`config.mk`:
```
export PLATFORM = sky130hd
export DESIGN_NAME = tf_queue
export DESIGN_NICKNAME = d
export VERILOG_FILES = /design/src/rtl/core/tf_pkg.sv /design/src/rtl/core/tf_queue.sv
export SDC_FILE = /design/constraint.sdc
export NUM_CORES = 1
export LEC_CHECK = 0
export ABC_AREA = 1
export BUFFER_PORTS_ARGS = -buffer_cell sky130_fd_sc_hd__buf_2
export CAP_MARGIN = 20
export CELL_PAD_IN_SITES_DETAIL_PLACEMENT = 1
export CELL_PAD_IN_SITES_GLOBAL_PLACEMENT = 1
export CORE_UTILIZATION = 45
export DETAILED_ROUTE_END_ITERATION = 8
export PLACE_DENSITY_LB_ADDON = 0.1
export SYNTH_ARGS = -nofsm -noshare
export SYNTH_HDL_FRONTEND = slang
export SYNTH_SLANG_ARGS = --single-unit
```
`constraint.sdc`:
```
create_clock -name clk -period 17.4 [get_ports clk]
set_input_delay 2.61 -clock clk [delete_from_list [all_inputs] [get_ports clk]]
set_output_delay 2.61 -clock clk [all_outputs]
set_load 0.05 [all_outputs]
```
`src/rtl/core/tf_pkg.sv`:
```
// ----------------------------------------------------------------------------
// tf_pkg
// shared types, codes and widths of the uv tangent frame block
// ----------------------------------------------------------------------------
package tf_pkg;

  localparam int PosW  = 24;
  localparam int TexW  = 16;
  localparam int NrmW  = 16;
  localparam int DltW  = PosW + 1;
  localparam int TdW   = TexW + 1;
  localparam int TmagW = 42;

  localparam logic [1:0] SLOT_TARGET = 2'd0;
  localparam logic [1:0] SLOT_NEXT   = 2'd1;
  localparam logic [1:0] SLOT_PREV   = 2'd2;

  localparam logic [1:0] ST_OK        = 2'd0;
  localparam logic [1:0] ST_SHORT     = 2'd1;
  localparam logic [1:0] ST_FLAT      = 2'd2;
  localparam logic [1:0] ST_COLLINEAR = 2'd3;

  localparam logic [1:0] ADDR_ZERO_TOL = 2'd0;

  typedef struct packed {
    logic [1:0]             corner_slot;
    logic signed [PosW-1:0] pos_x;
    logic signed [PosW-1:0] pos_y;
    logic signed [PosW-1:0] pos_z;
    logic signed [TexW-1:0] tex_u;
    logic signed [TexW-1:0] tex_v;
    logic signed [NrmW-1:0] norm_x;
    logic signed [NrmW-1:0] norm_y;
    logic signed [NrmW-1:0] norm_z;
  } in_t;

  typedef struct packed {
    logic signed [15:0] tan_x;
    logic signed [15:0] tan_y;
    logic signed [15:0] tan_z;
    logic signed [15:0] bin_x;
    logic signed [15:0] bin_y;
    logic signed [15:0] bin_z;
    logic [1:0]         status;
  } out_t;

  typedef struct packed {
    logic signed [DltW-1:0] d1x;
    logic signed [DltW-1:0] d1y;
    logic signed [DltW-1:0] d1z;
    logic signed [DltW-1:0] d2x;
    logic signed [DltW-1:0] d2y;
    logic signed [DltW-1:0] d2z;
    logic signed [TdW-1:0]  du1;
    logic signed [TdW-1:0]  dv1;
    logic signed [TdW-1:0]  du2;
    logic signed [TdW-1:0]  dv2;
    logic signed [NrmW-1:0] nx;
    logic signed [NrmW-1:0] ny;
    logic signed [NrmW-1:0] nz;
  } job_t;

  typedef enum logic [4:0] {
    BK_IDLE,
    BK_LEN1,
    BK_LEN2,
    BK_CLASS,
    BK_DET0,
    BK_DET1,
    BK_DETCHK,
    BK_CRA,
    BK_CRB,
    BK_ALIGN,
    BK_DOT,
    BK_PROJA,
    BK_PROJB,
    BK_SUMSQ,
    BK_SQRT,
    BK_DIVLD,
    BK_DIV,
    BK_BIN,
    BK_DONE
  } bk_state_t;

endpackage

```
`src/rtl/core/tf_queue.sv`:
```
// ----------------------------------------------------------------------------
// tf_queue
// two-entry job queue between front and back
// ----------------------------------------------------------------------------
module tf_queue (
  input  logic         clk,
  input  logic         rst,
  input  logic         push,
  input  tf_pkg::job_t wdata,
  output logic         full,
  input  logic         pop,
  output tf_pkg::job_t rdata,
  output logic         empty
);

  tf_pkg::job_t mem [2];
  logic         wr_ptr, rd_ptr;
  logic [1:0]   count;

  assign full  = (count == 2'd2);
  assign empty = (count == 2'd0);
  assign rdata = mem[rd_ptr];

  always_ff @(posedge clk) begin
    if (push) begin
      mem[wr_ptr] <= wdata;
    end
  end

  always_ff @(posedge clk) begin
    if (rst) begin
      wr_ptr <= 1'b0;
      rd_ptr <= 1'b0;
      count  <= 2'd0;
    end else begin
      if (push) begin
        wr_ptr <= ~wr_ptr;
      end
      if (pop) begin
        rd_ptr <= ~rd_ptr;
      end
      case ({push, pop})
        2'b10:   count <= count + 2'd1;
        2'b01:   count <= count - 2'd1;
        default: count <= count;
      endcase
    end
  end

endmodule

```
Word-level counts from Yosys, hierarchy flattened

Memory sizes are Yosys's and may differ from the RTL's. A register that Yosys moved wholly into a read port is not among the register bits.
Cells that the tools add are included.

Bitwise gates (word level): 2
Mux-type cells: 5
Add/sub/neg operators: 2
Reduce and logical (&&, ||, !) cells: 2
Equal/unequal tests: 3

Operator list:

| operator                                            | number |
|---|---|
| equality test 2 bit, second input constant          | 2 |
| 2-to-1 mux 1 bit                                    | 4 |
| one-hot mux 2 bit (2 select lines)                  | 1 |
| adder 2 x 1 -> 2 bit, second input constant         | 1 |
| equality test 2 x 1 -> 1 bit, second input constant | 1 |
| logical NOT 2 bit                                   | 1 |
| inverter 1 bit                                      | 2 |
| nonzero test 2 bit                                  | 1 |
| subtractor 2 x 1 -> 2 bit, second input constant    | 1 |

Output and inout port bits: 268
Bits in writable memories: 532
Logic and storage cells: 18
Bits of input ports: 270
Bits in registers: 4
Memories: 1

Memory list:

| name | depth | width | rd ports | clocked after Yosys merged registers in | write ports | RTL line       | text |
|---|---|---|---|---|---|---|---|
| mem  | 2     | 266   | 1        | 1                                       | 1           | tf_queue.sv:16 | `tf_pkg::job_t mem [2];` |

Depth between registers and ports, before layout

Word-level depth: 3
Mapped depth: 7

Least setup slack after synthesis

No wires, ideal clock.

Kind: input-to-reg
From: in push
To: mem mem[0][0] (netlist name), enable pin
Arrival: 13.800 ns
Path buffers: 0
Path slack: 2.694 ns
Data required time: 16.494 ns
Stages on the path: 2
Path through: inv_1 > nor2_1

Cells in the longest elaborated chain, start to end: 2

Ends and longest elaborated chain:

| item                                   | RTL line       | text |
|---|---|---|
| from (decl)                            | tf_queue.sv:8  | `input logic push,` |
| 2-to-1 mux 1 bit                       | tf_queue.sv:25 | `if (push) begin` |
| 2-to-1 mux 1 bit (not written as such) | tf_queue.sv:26 | `mem[wr_ptr] <= wdata;` |
| to (decl)                              | tf_queue.sv:16 |  |

No other way between the ends.

==> results.yml <==
status:
  status: "completed"
critical_path:
  r2r-start: "wr_ptr"
  crit_type: "reg -> out"
  r2r_cells: 4
  crit_required_ns: 14.79
  cp.arrival_ns: 3.83
  critical_path.startpoint_type: "flop"
  rr_endpoint: "mem[1][69]"
  endpoint_kind: "output pin"
  crit_fanout: 54
  r2r_setup_slack_ns: 14.01
sta:
  whs_ns: 0.5178
  relSlewSlack_pct: 31.64
  layout_min_cycle_time_ns: 6.442
  finalClockSkew_ns: 0.01041
  maxSlewViolCount: 0
  fin_setup_tns_ns: 0
  fmax_ghz: 0.1552
  worst_slew_pin_slew_ns: 1.025
  final-setup-viol-count: 0
  finalHoldViolations: 0
  rsz0062_at_grt: "false"
  fin_crit_sh_pct: 37.02
clock_network:
  root_buffer: "clkbuf_16"
  htree_levels: 2
  worstSkewPairLatency_ns: 0.58
  post_cts_buffers: 0
  cts_buffer_depth: 3
  cts_buffers: 55
  clock-sinks: 537
  post_cts_resize_count: 0
  holdBufCountCts: 0
  clk_pin_slew_ns: 0.06
  cts_tree: "built"
route:
  first_pass_iters: 4
  drtIter0Drc: 568
  drc_errors: 0
  final_antenna_net_count: 0
  drt_wl_total_um: 48480
  vias: 10250
  wire_per_inst_um: 23.24
  via_per_inst: 4.915
power:
  max-vdd-ir-drop_mv: 0.08977
  pwr_density_cell_nw_per_um2: 124.9
  p_leak_uw: 0.01000
synthesis:
  syn_nets: 1132
  synth-seq-cells: 537
  syn_inst: 861
  synth.yosys.warnings: 0
  synth_seq_area_share_pct: 78.54
  synth.distinct_cells: 16
  syn-cell-area_um2: 20470
  syn_area_per_cell_um2: 23.77
floorplan:
  core_area_um2: 44510
  die_x_um: 215.3
  io_pins: 538
  die-area_um2: 46340
  chipHeight_um: 215.3
  initial_core_util_pct: 45.98
  fp-row-count: 77
cells_and_area:
  area_growth_syn_to_layout_pct: 23.90
  drive_gt1_share_pct: 60.15
  nFillCells: 4107
  multi_input_area_um2: 4003
  register_area_um2: 16080
  final_nets: 1705
global_route:
  grt_pass1_vias: 10850
  grtUsageTotal_pct: 20.63
  grt_pass1_wl_um: 69510
  antenna_found_initial: 21
  grt_start_max_net_pins: 125
  grt_overflow_total: 0
placed_design:
  gp_congestion: 0.8636
  port_buffers: 537
  dpl.hpwl_um: 34380
worst_hold_path:
  min_to: "rd_ptr"
  min-delay-start: "rd_ptr"
  whs_path_depth: 2
  hold_class: "reg -> reg"
flow_run:
  maxCapViolCount: 0
[logic make-up (layout without fill, tap and decap cells)]
group,after synthesis,after routing,synth area share [%]
xor+xnor,1,1,0.04280
compound gates,2,2,0.04886
fa+ha+maj,1,1,0.06112
other cells,0,16,0
simple gates,17,17,0.3301
flops,537,537,78.54
buf+inv,37,654,1.938
mux,266,266,19.04
[how the worst max path moves through the flow]
stage               cells past startpoint          end  slack, ns
detailed placement                      5  mem[1][170]      11.51
global placement                        5  mem[1][166]      11.52
finish                                  4   rdata[175]      10.96
floorplan                               2    mem[0][0]       2.69
CTS                                     4   rdata[175]      10.87
global route                            4   rdata[175]      10.76
[layout make-up]
| cell class | instances | share of cell area [%] |
|---|---|---|
| multi-input combinational | 287 | 15.78 |
| antenna | 16 | 0.1579 |
| clock buffer | 71 | 5.832 |
| clock inverter | 30 | 0.8487 |
| timing repair buffer | 546 | 10.91 |
| sequential | 537 | 63.41 |
| inverter | 7 | 0.1332 |
| tap | 592 | 2.921 |
[worst max-delay path, stage by stage, from the launching register on]
cell and delay (ns):
dfxtp_4 0.84, buf_4 0.91, buf_4 0.82, mux2_4 0.36, buf_2 0.21
[power breakdown]
| group | internal (uW) | switching [uW] | leakage, uW |
|---|---|---|---|
| clock network | 641 | 466 | 0.000833 |
| registers | 1500 | 24.4 | 0.00504 |
| logic | 169 | 365 | 0.00414 |
| total | 2310 | 856 | 0.0100 |
[synthesized netlist by cell type]
library cell  instances  share of area (%)
buf_8                12               0.88
mux2_4              240                 18
o21ai_0               1              0.024
inv_1                 7               0.13
nor2_1               10               0.18
edfxtp_1            532                 78
nand2_1               5              0.092
buf_6                16               0.88
mux2_2               26                1.4
dfxtp_1               5               0.49
a21oi_1               1              0.024
nand4_1               1              0.031
xnor2_1               1              0.043
buf_2                 2              0.049
ha_1                  1              0.061
nor3_1                1              0.024
[per-stage QoR]
step | instances | cell area (um2) | util (%) | total power, uW | setup slack (ns)
2_1_floorplan | 861 | 20470 | - | 1984 | 2.694
3_3_place_gp | 1969 | 23620 | 53.08 | 2085 | 11.52
3_5_place_dp | 1969 | 23620 | 53.08 | 2093 | 11.51
4_1_cts | 2070 | 25320 | 56.88 | 3206 | 10.87
5_1_grt | 2077 | 25340 | 56.92 | 3263 | 10.76
6_report | 2086 | 25360 | 56.97 | 3167 | 10.96
[cell usage in the layout (no fill, tap or decap)]
master        n
a21oi_1       1
buf_12        1
buf_2       537
buf_4         8
bufinv_16     3
clkbuf_1     14
clkbuf_16    57
clkinv_1     13
clkinv_2     12
clkinvlp_4    1
dfxtp_1       4
dfxtp_4       1
diode_2      16
edfxtp_1    532
ha_1          1
inv_1         6
inv_6         1
inv_8         1
mux2_2       26
mux2_4      240
nand2_1       5
nand4_1       1
nor2_1        9
nor2_4        1
nor3_1        1
o21ai_0       1
xnor2_1       1
[per-layer routing]
layer / track usage, % / share of wire (%)
met5: 0 / 0.26
met2: 35.61 / 52
met3: 7.544 / 9.1
met4: 8.582 / 3.0
met1: 22.93 / 36
[state kept, by name, summed over array words and instances, names as in the netlist, named ones only]
register	count
wr_ptr	1
rd_ptr	1
mem	532
count	2
No activity file was read; power rests on OpenSTA's default activity.
