`config.mk`:
```
export PLATFORM = sky130hd
export DESIGN_NAME = tf_front
export DESIGN_NICKNAME = d
export VERILOG_FILES = /design/src/rtl/core/tf_pkg.sv /design/src/rtl/core/tf_front.sv
export SDC_FILE = /design/constraint.sdc
export NUM_CORES = 1
export LEC_CHECK = 0
export BUFFER_PORTS_ARGS = -buffer_cell sky130_fd_sc_hd__buf_2
export CORE_UTILIZATION = 55
export DETAILED_ROUTE_END_ITERATION = 8
export PLACE_DENSITY = 0.88
export SLEW_MARGIN = 20
export SYNTH_ARGS = -nofsm -noshare
export SYNTH_HDL_FRONTEND = slang
export SYNTH_SLANG_ARGS = --single-unit
export TNS_END_PERCENT = 30
```
`constraint.sdc`:
```
create_clock -name clk -period 16.5 [get_ports clk]
set_input_delay 0.825 -clock clk [delete_from_list [all_inputs] [get_ports clk]]
set_output_delay 0.825 -clock clk [all_outputs]
set_load 0.01 [all_outputs]
```
`src/rtl/core/tf_pkg.sv`:
```
// ----------------------------------------------------------------------------
// tf_pkg
// shared types, codes and widths of the uv tangent frame block
// ----------------------------------------------------------------------------
package tf_pkg;

  localparam int PosW  = 24;
  localparam int TexW  = 16;
  localparam int NrmW  = 16;
  localparam int DltW  = PosW + 1;
  localparam int TdW   = TexW + 1;
  localparam int TmagW = 42;

  localparam logic [1:0] SLOT_TARGET = 2'd0;
  localparam logic [1:0] SLOT_NEXT   = 2'd1;
  localparam logic [1:0] SLOT_PREV   = 2'd2;

  localparam logic [1:0] ST_OK        = 2'd0;
  localparam logic [1:0] ST_SHORT     = 2'd1;
  localparam logic [1:0] ST_FLAT      = 2'd2;
  localparam logic [1:0] ST_COLLINEAR = 2'd3;

  localparam logic [1:0] ADDR_ZERO_TOL = 2'd0;

  typedef struct packed {
    logic [1:0]             corner_slot;
    logic signed [PosW-1:0] pos_x;
    logic signed [PosW-1:0] pos_y;
    logic signed [PosW-1:0] pos_z;
    logic signed [TexW-1:0] tex_u;
    logic signed [TexW-1:0] tex_v;
    logic signed [NrmW-1:0] norm_x;
    logic signed [NrmW-1:0] norm_y;
    logic signed [NrmW-1:0] norm_z;
  } in_t;

  typedef struct packed {
    logic signed [15:0] tan_x;
    logic signed [15:0] tan_y;
    logic signed [15:0] tan_z;
    logic signed [15:0] bin_x;
    logic signed [15:0] bin_y;
    logic signed [15:0] bin_z;
    logic [1:0]         status;
  } out_t;

  typedef struct packed {
    logic signed [DltW-1:0] d1x;
    logic signed [DltW-1:0] d1y;
    logic signed [DltW-1:0] d1z;
    logic signed [DltW-1:0] d2x;
    logic signed [DltW-1:0] d2y;
    logic signed [DltW-1:0] d2z;
    logic signed [TdW-1:0]  du1;
    logic signed [TdW-1:0]  dv1;
    logic signed [TdW-1:0]  du2;
    logic signed [TdW-1:0]  dv2;
    logic signed [NrmW-1:0] nx;
    logic signed [NrmW-1:0] ny;
    logic signed [NrmW-1:0] nz;
  } job_t;

  typedef enum logic [4:0] {
    BK_IDLE,
    BK_LEN1,
    BK_LEN2,
    BK_CLASS,
    BK_DET0,
    BK_DET1,
    BK_DETCHK,
    BK_CRA,
    BK_CRB,
    BK_ALIGN,
    BK_DOT,
    BK_PROJA,
    BK_PROJB,
    BK_SUMSQ,
    BK_SQRT,
    BK_DIVLD,
    BK_DIV,
    BK_BIN,
    BK_DONE
  } bk_state_t;

endpackage

```
`src/rtl/core/tf_front.sv`:
```
// ----------------------------------------------------------------------------
// tf_front
// holds target and next corner, forms edge and texture deltas on the last corner
// ----------------------------------------------------------------------------
module tf_front (
  input  logic         clk,
  input  tf_pkg::in_t  beat,
  input  logic         beat_valid,
  output logic         beat_ready,
  input  logic         space,
  output logic         push,
  output tf_pkg::job_t job
);

  logic signed [tf_pkg::PosW-1:0] tgt_x, tgt_y, tgt_z, nxt_x, nxt_y, nxt_z;
  logic signed [tf_pkg::TexW-1:0] tgt_u, tgt_v, nxt_u, nxt_v;
  logic signed [tf_pkg::NrmW-1:0] nrm_x, nrm_y, nrm_z;
  logic                           accept;

  assign beat_ready = space;
  assign accept     = beat_valid && beat_ready;
  assign push       = accept && (beat.corner_slot == tf_pkg::SLOT_PREV);

  always_ff @(posedge clk) begin
    if (accept && beat.corner_slot == tf_pkg::SLOT_TARGET) begin
      tgt_x <= beat.pos_x;
      tgt_y <= beat.pos_y;
      tgt_z <= beat.pos_z;
      tgt_u <= beat.tex_u;
      tgt_v <= beat.tex_v;
      nrm_x <= beat.norm_x;
      nrm_y <= beat.norm_y;
      nrm_z <= beat.norm_z;
    end
    if (accept && beat.corner_slot == tf_pkg::SLOT_NEXT) begin
      nxt_x <= beat.pos_x;
      nxt_y <= beat.pos_y;
      nxt_z <= beat.pos_z;
      nxt_u <= beat.tex_u;
      nxt_v <= beat.tex_v;
    end
  end

  always_comb begin
    job.d1x = {nxt_x[23], nxt_x} - {tgt_x[23], tgt_x};
    job.d1y = {nxt_y[23], nxt_y} - {tgt_y[23], tgt_y};
    job.d1z = {nxt_z[23], nxt_z} - {tgt_z[23], tgt_z};
    job.d2x = {beat.pos_x[23], beat.pos_x} - {tgt_x[23], tgt_x};
    job.d2y = {beat.pos_y[23], beat.pos_y} - {tgt_y[23], tgt_y};
    job.d2z = {beat.pos_z[23], beat.pos_z} - {tgt_z[23], tgt_z};
    job.du1 = {nxt_u[15], nxt_u} - {tgt_u[15], tgt_u};
    job.dv1 = {nxt_v[15], nxt_v} - {tgt_v[15], tgt_v};
    job.du2 = {beat.tex_u[15], beat.tex_u} - {tgt_u[15], tgt_u};
    job.dv2 = {beat.tex_v[15], beat.tex_v} - {tgt_v[15], tgt_v};
    job.nx  = nrm_x;
    job.ny  = nrm_y;
    job.nz  = nrm_z;
  end

endmodule

```
======== Word level (Yosys, flattened, before mapping) ========
Cells that the tools add are included.
word-level totals
  flip-flop bits (word level) ............. 256
  bits of input ports ..................... 157
  output and inout bits ................... 268
cells by class
  add/sub/neg operators ................... 10
  equal/unequal tests ..................... 2
  reduce and logical (&&, ||, !) cells .... 5
operator list
  operator                                       number
  subtractor 24 x 24 -> 25 bit                   6
  subtractor 16 x 16 -> 17 bit                   4
  logical AND 1 bit                              4
  == test 2 x 1 -> 1 bit, second input constant  1
  == test 2 bit, second input constant           1
  logical NOT 2 bit                              1

======== Depth between registers and ports, before layout ========
Gate-level depths: netlist of run 1.
  depth in word-level cells ............... 2
  depth in mapped cells ................... 11

======== Least setup slack after synthesis of run 1 ========
No wires, ideal clock.
  path kind ............................... input port to flip-flop
  start ................................... in beat[153] in the netlist's numbering
  end ..................................... reg nrm_x[0] in the netlist's numbering (enable)
  library setup time ...................... 852 ps
  data arrival time ....................... 11,297 ps
  data required time ...................... 15,648 ps
  path slack .............................. 4,351 ps
  stages on the path ...................... 1
  path through ............................ nor3_1
on the way
  longest elaborated chain between the ends .. 2
RTL lines
  item                    RTL line        text
  start: declaration      tf_front.sv:7   input tf_pkg::in_t beat,
  logical NOT 2 bit       tf_front.sv:25  if (accept && beat.corner_slot == tf_pkg::SLOT_TARGET) begin
  logical AND 1 bit       tf_front.sv:25
  end signal: assignment  tf_front.sv:31  nrm_x <= beat.norm_x;
  end: declaration        tf_front.sv:17  logic signed [tf_pkg::NrmW-1:0] nrm_x, nrm_y, nrm_z;
No other way between the ends.
A chain may end at the register's enable or synchronous reset.

==> results.md, run 1 <==
Status:
- The flow ran to the end, and the final reports show no timing, DRC or antenna violations.

Power:
- The power per standard cell area is about 83 nW/um^2.
- VDD sags by at most 0.0867 mV.
- The leakage power is 0.00978 uW.

Cells and area:
- Compared with the post-synthesis result, the final layout area differs by 19.5%.
- The library cells used most frequently in the layout, excluding fill and tap cells, are buf_2, edfxtp_1, ha_1, inv_1, a21oi_1.
- Cells with a size suffix above 1 make up 23.3% of the layout.
- The net count of the finished layout is around 2600.
- The layout filler cell count is between 2000 and 2500.
- The most common cell after layout, fill and taps aside is buf_2.

Placed design:
- Summed over all nets, the half-perimeter wirelength after detailed placement is 38100 um.
- At the end of routability-driven placement, the weighted congestion stood at 0.951.
- At the placement stage, the worst setup path has a slack of 12.01 ns.
- Buffers placed on the I/O ports in this run total 424.

CTS:
- The number of gates resized after CTS was 0.
- The post-CTS clock slew at the launch and capture registers of the worst setup and hold paths is 0.06 ns.
- After clock tree synthesis, the flow added hold-fix buffers numbering 0.
- The number of clock buffers added by TritonCTS is 27.
- TritonCTS built the clock tree.
- The library cell used as clock root buffer is clkbuf_16.
- CTS saw 256 sinks.
- The number of setup buffers added after CTS is 0.
- The clock passes through at most 3 buffers.
- The H-tree depth is 1.

Global route:
- Entering global routing, the biggest net connects 84 pins.
- Global routing used between 20% and 30% of the available tracks across all layers.
- The global-route wire length before repair is 75000 um.
- The number of global-route vias before repair is 14741.
- Summed over all layers, the global routing overflow is 0.
- The number of antenna violations at the first check in global routing was 6.

Detailed routing:
- The number of nets with antenna violations after routing is 0.
- In the routed design, unresolved DRC markers number 0.
- The post-detailed-route wirelength per cell is 18.1 um.
- The routed layout has 15297 vias.
- In the routed layout, each cell is associated on average with a via count of 5.73.
- The routed design has 48200 um of wire.
- The number of design-rule violations left by the first detailed-router iteration is 1136.
- The pre-antenna-repair detailed-routing pass consisted of 7 iterations.

Worst setup path:
- The critical path data required time is 15.67 ns.
- The nature of the critical path startpoint is a flip-flop.
- STA puts the critical path data arrival time at 3.71 ns.
- The largest fanout on the critical path is 4.
- The class of the most critical setup path is flip-flop to primary output.
- The type of element capturing the critical path is a primary output.

Floorplanning:
- In this run the horizontal extent of the chip is 183 um.
- The total area inside the core boundary comes to between 30000 and 40000 sq um.
- The initial cell density of the core is 55.8%.
- The die is 183 um tall.
- The floorplan step defined a die boundary enclosing 33700 sq um.
- During I/O placement, the number of pins put on the boundary was roughly 430.
- The floorplan has 66 rows.

Synth:
- After synthesis, the cell types taking the most area are edfxtp_1, ha_1, xnor2_1.
- The synthesized design spends more area on one cell type than any other, namely edfxtp_1.
- The synthesized design contains roughly 260 register bits.
- The cell count after synthesis is 1755.
- The total of warnings raised by yosys is 0.
- In this run, synthesis inferred 256 flip-flops with an integrated enable.
- The cell area that synthesis handed to floorplanning was 18100 sq um.
- In the synthesized netlist the dominant register cell turns out to be edfxtp_1.
- Counting flops with an async set or reset pin after synthesis yields a share of 0%.
- The unique cell type count in the Yosys netlist is 89.
- The area share of the leading cell type in the synthesized netlist is 42.5%.
- In this run the mean area of a mapped cell was 10.3 sq um.
- The net count after synthesis is 2130.
- The fraction of the yosys area taken by sequential cells is 42.5%.

STA:
- The final critical path takes up a little over a quarter of the cycle.
- Setup total negative slack on the finished layout was measured at 0 ns.
- The worst path setup slack after routing is 11.97 ns.
- Hold timing on the final database bottoms out at a slack of approximately 0.43 ns.
- Setup repair after global routing left no endpoint under its margin.
- The count of endpoints failing hold in the final timing report was 0.
- At the pin with the least slew margin, the transition time is 0.839 ns.
- The count of pins over their slew limit is 0.
- The setup violation total in the final timing report is 0.
- In this run the tightest slew margin relative to its limit is 43.3%.
- The maximum operating frequency is 221 MHz.
- The routed design could run at a clock period as short as about 4.5 ns.

Run:
- Max-cap violations in this run came to 0.

Min path:
- The worst min-delay path class is primary input to flip-flop.
-- cells in the mapped netlist (4+ instances only) --
master	count
o221ai_1	4
a31o_2	6
a22o_1	4
nand3_1	31
o211ai_1	19
o21a_1	30
nor2_1	125
or3_1	13
a311oi_1	7
o22ai_1	6
and3_1	18
a211o_1	5
xnor2_1	113
a211oi_1	13
nand4_1	10
ha_1	208
a31oi_1	9
nor2b_1	37
a21oi_1	126
nor4_1	5
o21ai_0	78
nor3b_1	5
edfxtp_1	256
a2111oi_0	7
nand2_1	82
nand2b_1	24
nor4b_1	4
inv_1	194
xor2_1	30
nor3_1	45
a21boi_0	9
and2_1	9
nand3b_1	5
or2_2	11
o21bai_1	17
a21o_1	65
clkbuf_1	10
o31a_1	11
o21ai_1	6
fa_1	10
o211a_1	5
o31ai_1	7
-- routing by layer --
| layer | wire length [um] | global-route usage [%] |
|---|---|---|
| met1 | 19700 | 34.4 |
| met5 | 13 | 0 |
| met4 | 1580 | 9.67 |
| met3 | 3750 | 6.10 |
| met2 | 23200 | 47.6 |
-- power breakdown --
| group | total (uW) | switching (uW) | internal [uW] |
|---|---|---|---|
| Sequential | 744 | 6.14 | 738 |
| Combinational | 453 | 264 | 188 |
| Clock | 590 | 257 | 333 |
-- critical path: stages (launching register included) --
cell and delay [ns]:
edfxtp_1 0.44, inv_1 0.10, ha_1 0.28, nor2b_1 0.12, o21ai_0 0.14, a21boi_1 0.28
o31a_1 0.24, o211ai_1 0.21, o41ai_1 0.80, nand4_1 0.19, o311ai_1 0.14, buf_2 0.20
-- registers in the layout (all words and copies together) (netlist names) --
name / cells
nrm_x: 16
nrm_y: 16
nrm_z: 16
nxt_u: 16
nxt_v: 16
nxt_x: 24
nxt_y: 24
nxt_z: 24
tgt_u: 16
tgt_v: 16
tgt_x: 24
tgt_y: 24
tgt_z: 24
-- metrics by stage --
step	power, uW	util [%]	instances	cell area (sq um)
final	1790	66.7	2668	21600
after CTS	1790	66.6	2663	21600
after floorplan	1040	-	1755	18100
after global routing	1860	66.7	2667	21600
after global placement	1190	64.0	2614	20800
after detailed placement	1200	64.0	2614	20800
-- final timing paths --
path	startpoint	end	slack, ns	cells after the start
hold / removal	beat[5]	nrm_z[5]$_DFFE_PP_	0.43	1
setup / recovery	tgt_x[1]$_DFFE_PP_	job[189]	11.97	11
-- cells by family after synthesis --
logic type               Yosys count  share of synthesized area [%]
AND/OR/NAND/NOR                  440                           12.1
multiplexers                       3                          0.173
buffers and inverters            206                           4.31
flip-flops                       256                           42.5
AO/OA/AOI/OAI                    489                           18.6
XOR/XNOR                         143                           6.92
adder cells (fa/ha/maj)          218                           15.5
-- cell type report --
class	count	area (sq um)	area share, %
Inverter	194	728	3.37
Antenna cell	5	12.5	0.0578
Multi-Input combinational cell	1293	9650	44.6
Clock buffer	32	694	3.21
Clock inverter	17	150	0.694
Timing Repair Buffer	429	2160	10.0
Tap cell	442	553	2.56
Sequential cell	256	7690	35.5
Note: power is estimated with default switching activity, not from simulation.
==> run 2: changes to the inputs <==
clock period = 4.5 ns   (was 16.5 ns; I/O delays follow)
==> run 2 against run 1 <==
Compared with the run above:
- final cell count is 5.8% higher
- worst setup slack worse by 11 ns
- worst hold slack worse by 0.28 ns
- core utilization is 5.0 points higher
- sequential cell count stayed put
==> results.md, run 2 (synthesized netlist as in run 1, its figures left out) <==
Worst setup path:
- The nature of the critical path startpoint is a flip-flop (unchanged).
- The data arrival time of the critical path is 3.71 ns (about the same).
- The largest incremental delay on the critical path is 0.41 ns (was 0.80 ns).
- The cell type with the highest occurrence count on the critical path is o21ai_0.
- The critical path data required time is 4.28 ns (was 15.67 ns).
- The type of element capturing the critical path was a primary output (unchanged).
- The cell with the largest stage delay on the worst path was fa_1 (was o41ai_1).
- The largest fanout on the critical path is 3 (was 4).
- CP cell instances: ha_1 -> fa_1 -> nand2b_1 -> a21oi_1 -> o211ai_1 -> a211oi_2 -> o21ai_0 -> a211o_1 -> o21ai_0 -> o22ai_1 -> buf_2 (was inv_1 -> ha_1 -> nor2b_1 -> o21ai_0 -> a21boi_1 -> o31a_1 -> o211ai_1 -> o41ai_1 -> nand4_1 -> o311ai_1 -> buf_2).
- The class of the most critical setup path is flip-flop to primary output (unchanged).

Floorplanning:
- The die outline width is 183 um (unchanged).
- The top-level I/O count was 425 (unchanged).
- The height of the die is 183 um (unchanged).
- The initial cell density of the core was 55.8% (unchanged).
- The full die area is 33700 sq um (unchanged).
- The area of the core is 32500 sq um (unchanged).
- The number of core rows is 66 (unchanged).

STA:
- Setup repair after global routing missed its margin: no (unchanged).
- The maximum operating frequency is between 200 and 300 MHz.
- The final clock period utilization by the worst path is 87.5%.
- The remaining max-slew budget at the tightest pin is 32.6% (was 43.3%).
- The count of endpoints failing hold in the final timing report is 0 (unchanged).
- The transition time of the tightest slew-check pin is 1.01 ns (was 0.839 ns).
- The setup violation total in the final timing report is 0 (unchanged).
- After layout, the minimum clock period comes to just under 4 ns.
- The count of pins over their slew limit is 0 (unchanged).
- The worst hold slack came to 0.153 ns (was 0.433 ns).

Detailed routing:
- The number of design-rule violations left by the first detailed-router iteration is 1335 (was 1136).
- The via count normalized by instance count is 5.92 (was 5.73).
- The post-detailed-route wirelength per cell came to 19.6 um (was 18.1 um).
- The total length of routed wires was 55300 um (was 48200 um).
- The total via count in the routed design was 16723 (was 15297).
- The number of optimization iterations in the first detailed-route pass is 6 (was 7).
- The number of DRC violations after detailed routing is 0 (unchanged).
- The number of nets with antenna violations after routing is 0 (unchanged).

CTS:
- The clock sink total is 256 (unchanged).
- The post-CTS clock slew at the launch and capture registers of the worst setup and hold paths is 0.06 ns (about the same).
- The post-CTS setup buffer count came to 0 (unchanged).
- The number of buffers created by CTS is 29 (was 27).
- The worst-case clock buffer depth is 3 (unchanged).
- The library cell used as clock root buffer was clkbuf_16 (unchanged).
- The H-tree depth is 1 (unchanged).
- The clock tree from TritonCTS is yes (unchanged).

Cells and area:
- Leading cell types in the layout, fill and taps excluded: buf_2, edfxtp_1, ha_1, inv_1, dlygate4sd3_1 (was buf_2, edfxtp_1, ha_1, inv_1, a21oi_1).
- The area added between synthesis and finish was 28.4% (was 19.5%).
- The most common cell after layout, fill and taps aside is buf_2 (unchanged).
- The fraction of layout instances using a drive strength above 1 came to 22.0% (was 23.3%).
- The non-filler instance count after layout is 2824 (was 2668).
- The layout filler cell count was 2093 (was 2418).
- The post-layout net count is 2732 (was 2576).

Global route:
- The global-route wire length before repair was 85000 um (was 75000 um).
- The number of antenna violations at the first check in global routing is 2 (was 6).
- The remaining global-route overflow is 0 (unchanged).
- The global routing usage summed across all routing layers came to 31.8% (was 27.7%).
- The maximum number of pins on one net before global-route repair was 71 (was 84).
- The number of global-route vias before repair came to 16715 (was 14741).

Power:
- The power per standard cell area was 296 nW/um^2 (was 82.6 nW/um^2).
- The peak supply drop is 0.340 mV (was 0.0867 mV).
- The leakage power is 0.0105 uW (was 0.00978 uW).

Placed design:
- The HPWL after detailed placement came to 38500 um (was 38100 um).
- The last weighted congestion value of the routability-driven placer was 0.957 (was 0.951).
- The number of port buffers is 424 (unchanged).
- The number of instances in the placed design is 2616 (was 2614).

Run:
- The total of max-cap violations is 0 (unchanged).

Status:
- Result of the run: completed (unchanged).

Min path:
- The worst min-delay path class was primary input to flip-flop (unchanged).
## run 2: path summary, 6_finish.rpt
check,start,to,slack (ns),depth (start not counted)
max,tgt_z[0]$_DFFE_PP_,job[140],0.56,11
min,beat[153],nxt_v[9]$_DFFE_PP_,0.15,2
## run 2: per-layer routing
metal / part of all wire, % / vias to the layer above / global-route usage [%]
met1: 36 / 7836 / 35.7
met4: 5.1 / 0 / 15.4
li1: - / 7681 / -
met3: 8.9 / 219 / 6.44
met5: 0 / - / 0
met2: 50 / 987 / 57.2
## run 2: metrics by stage
stage               setup TNS [ns]  setup WS, ns  area (sq um)  util (%)  total power (uW)
floorplan                   -46.14        -0.444         18100         -              3800
detailed placement               0          1.18         20800      64.1              4410
CTS                              0         0.594         23200      71.6              6820
global route                     0         0.413         23200      71.6              7120
global placement                 0          1.34         20800      64.1              4350
finish                           0         0.562         23300      71.6              6880
## run 2: power breakdown
part / leakage, uW / switching, uW / internal [uW] / total [uW]
combinational: 0.00769 / 1040 / 780 / 1820
sequential: 0.00233 / 25.7 / 2710 / 2730
clock: 0.000444 / 985 / 1350 / 2330
## run 2: timing repair
action | CTS | global route
endpoints found under the hold margin | 256 | 0
hold buffers | 152 | 0
resized for setup | 0 | 0
## run 2: cell type report
class / count / area [sq um] / area share [%]
Antenna cell: 4 / 10.0 / 0.0430
Clock buffer: 32 / 737 / 3.17
Clock inverter: 20 / 178 / 0.764
Inverter: 194 / 728 / 3.13
Multi-Input combinational cell: 1293 / 9660 / 41.6
Sequential cell: 256 / 7690 / 33.1
Tap cell: 442 / 553 / 2.38
Timing Repair Buffer: 583 / 3700 / 15.9
## run 2: critical path, delay by kind of cell, from the launching register on
kind | cells | cell delay, ns
buffers and inverters | 1 | 0.16
adders and majority gates | 2 | 0.65
and+or+nand+nor | 1 | 0.19
DFF | 1 | 0.40
AOI/OAI and AO/OA | 7 | 1.77
==> run 3: changes to the inputs <==
CORE_MARGIN = 2   (was default)
==> run 3 against run 2 <==
Compared with the run above:
- non-clock buffer count is 2 lower
- largest power group unchanged
- core utilization increased by 0.51 points
- clock power increased by 13%
- fmax is 2.8% lower
- worst hold slack got worse by 0.044 ns
- wire length rose by 3.3%
- largest cell class unchanged
==> results.md, run 3 (synthesized netlist as in run 1, its figures left out) <==
Status:
- Result of the run: completed (unchanged).

Floorplanning:
- The initial cell density of the core is 55.8% (unchanged).
- The top-level I/O count came to 425 (unchanged).
- The height of the die is 185 um (was 183 um).
- The area of the core is 32500 sq um (unchanged).
- The die outline width is 185 um (was 183 um).
- The full die area is 34400 sq um (was 33700 sq um).
- The number of core rows is 66 (unchanged).

Cells and area:
- The most common cell after layout, fill and taps aside is buf_2 (unchanged).
- The fraction of layout instances using a drive strength above 1 is 22.2% (was 22.0%).
- The area added between synthesis and finish came to 29.3% (was 28.4%).
- Leading cell types in the layout, fill and taps excluded: buf_2, edfxtp_1, ha_1, inv_1, dlygate4sd3_1 (unchanged).
- The post-layout net count is 2730 (was 2732).
- The cell area after layout is 23400 sq um (was 23300 sq um).
- The layout filler cell count was 2101 (was 2093).
- The register area is 7690 sq um (unchanged).
- The combined area of the multi-input logic cells is 9660 sq um (unchanged).
- The non-filler instance count after layout came to 2830 (was 2824).

Min path:
- The startpoint of the worst hold path is beat[153] (unchanged).
- The worst min-delay path class is primary input to flip-flop (unchanged).

Worst setup path:
- The critical path data required time was 4.28 ns (about the same).
- The largest fanout on the critical path is 3 (unchanged).
- The type of element capturing the critical path was a primary output (unchanged).
- The beginning of the critical path is tgt_z[0]$_DFFE_PP_ (unchanged).
- The class of the most critical setup path is flip-flop to primary output (unchanged).
- The data arrival time of the critical path is 3.83 ns (was 3.71 ns).
- The nature of the critical path startpoint is a flip-flop (unchanged).

Detailed routing:
- The post-detailed-route wirelength per cell was 20.2 um (was 19.6 um).
- The highest signal layer in the routed design is met4 (unchanged).
- The number of optimization iterations in the first detailed-route pass is 6 (unchanged).
- The amount of wire on met2 after detailed routing came to 27900 um (was 27500 um).
- The total length of routed wires is 57100 um (was 55300 um).
- The total via count in the routed design is 17006 (was 16723).
- The number of design-rule violations left by the first detailed-router iteration is 1490 (was 1335).
- The detailed-routing wirelength on met1 is 20700 um (was 20000 um).
- The number of DRC violations after detailed routing is 0 (unchanged).
- The number of nets with antenna violations after routing is 0 (unchanged).
- The via count normalized by instance count is 6.01 (was 5.92).
- The wire length on met3 is 5500 um (was 4910 um).

Placed design:
- The last weighted congestion value of the routability-driven placer is 0.916 (was 0.957).
- The number of instances in the placed design is 2613 (was 2616).
- The total cell area at the placement stage is 20800 sq um (about the same).
- The number of port buffers was 424 (unchanged).
- The HPWL after detailed placement was 38400 um (was 38500 um).

STA:
- The minimum period implied by the final worst setup slack is 4.05 ns (was 3.94 ns).
- The count of endpoints failing hold in the final timing report is 0 (unchanged).
- The remaining max-slew budget at the tightest pin came to 45.6% (was 32.6%).
- The count of pins over their slew limit is 0 (unchanged).
- The maximum operating frequency is 247 MHz (was 254 MHz).
- Setup repair after global routing missed its margin: no (unchanged).
- The final clock period utilization by the worst path is 90.0% (was 87.5%).
- The setup violation total in the final timing report was 0 (unchanged).
- The transition time of the tightest slew-check pin is 0.816 ns (was 1.01 ns).

Global route:
- The global-route wire length before repair is 88100 um (was 85000 um).
- The global routing usage summed across all routing layers is 32.4% (was 31.8%).
- The number of antenna violations at the first check in global routing came to 8 (was 2).
- The maximum number of pins on one net before global-route repair is 97 (was 71).
- The number of global-route vias before repair is 16994 (was 16715).
- The remaining global-route overflow is 0 (unchanged).

CTS:
- The clock tree from TritonCTS is yes (unchanged).
- The clock sink total is 256 (unchanged).
- The post-CTS clock slew at the launch and capture registers of the worst setup and hold paths is 0.07 ns (was 0.06 ns).
- The number of buffers created by CTS is 29 (unchanged).
- The library cell used as clock root buffer is clkbuf_16 (unchanged).
- The H-tree depth is 1 (unchanged).
- The worst-case clock buffer depth was 3 (unchanged).

Power:
- The peak supply drop is 0.317 mV (was 0.340 mV).
- The power per standard cell area is 308 nW/um^2 (was 296 nW/um^2).
- The leakage power is 0.0105 uW (about the same).

Run:
- The total of max-cap violations is 0 (unchanged).
[run 3: changes by cell type in the layout (fill, tap and decap cells not counted), sizes merged]
cell	delta
buf	-2
bufinv	+4
clkbuf	-2
clkinv	-5
clkinvlp	+1
diode	+6
inv	+4
[run 3: per-stage QoR]
step           total power, uW  setup slack, ns  utilization (%)  setup TNS (ns)  hold WS [ns]
4_1_cts                   7120            0.483             72.0               0         0.168
6_report                  7200            0.450             72.2               0         0.109
3_3_place_gp              4360             1.30             64.1               0         0.401
2_1_floorplan             3800           -0.444                -          -46.14         0.324
5_1_grt                   7440            0.265             72.1               0        0.0982
3_5_place_dp              4420             1.21             64.1               0         0.403
[run 3: worst paths after layout]
path	endpoint	slack, ns	cells past startpoint
min	nxt_y[6]$_DFFE_PP_	0.11	2
max	job[140]	0.45	11
[run 3: power by group]
part           switching (uW)  total, uW  internal, uW
sequential               25.5       2730          2710
combinational            1060       1840           782
clock                    1040       2630          1590
[run 3: area by class of cell]
type	instances	area share (%)
antenna	10	0.107
clock buffer	30	3.11
clock inverter	24	1.36
inverter	194	3.11
multi-input combinational	1293	41.3
sequential	256	32.8
tap	442	2.36
timing repair buffer	581	15.9
[run 3: what timing repair did]
item | CTS | global route
hold endpoints to repair | 256 | 0
resized for setup | 0 | 0
setup buffers | 0 | 0
hold buffers | 152 | 0
[run 3: layer usage]
| layer | global-route usage, % | vias to the layer above |
|---|---|---|
| met1 | 37.4 | 8036 |
| li1 | - | 7708 |
| met5 | 0 | - |
| met3 | 6.50 | 229 |
| met2 | 57.6 | 1033 |
| met4 | 15.0 | 0 |
[run 3: worst max-delay path, stage by stage (launching register included)]
cell and delay, ns:
edfxtp_1 0.41, ha_1 0.24, fa_1 0.42, nand2b_1 0.20, a21oi_1 0.25, o211ai_1 0.25, a211oi_2 0.33, o21ai_0 0.22
a211o_1 0.36, o21ai_0 0.28, o22ai_1 0.14, buf_2 0.16
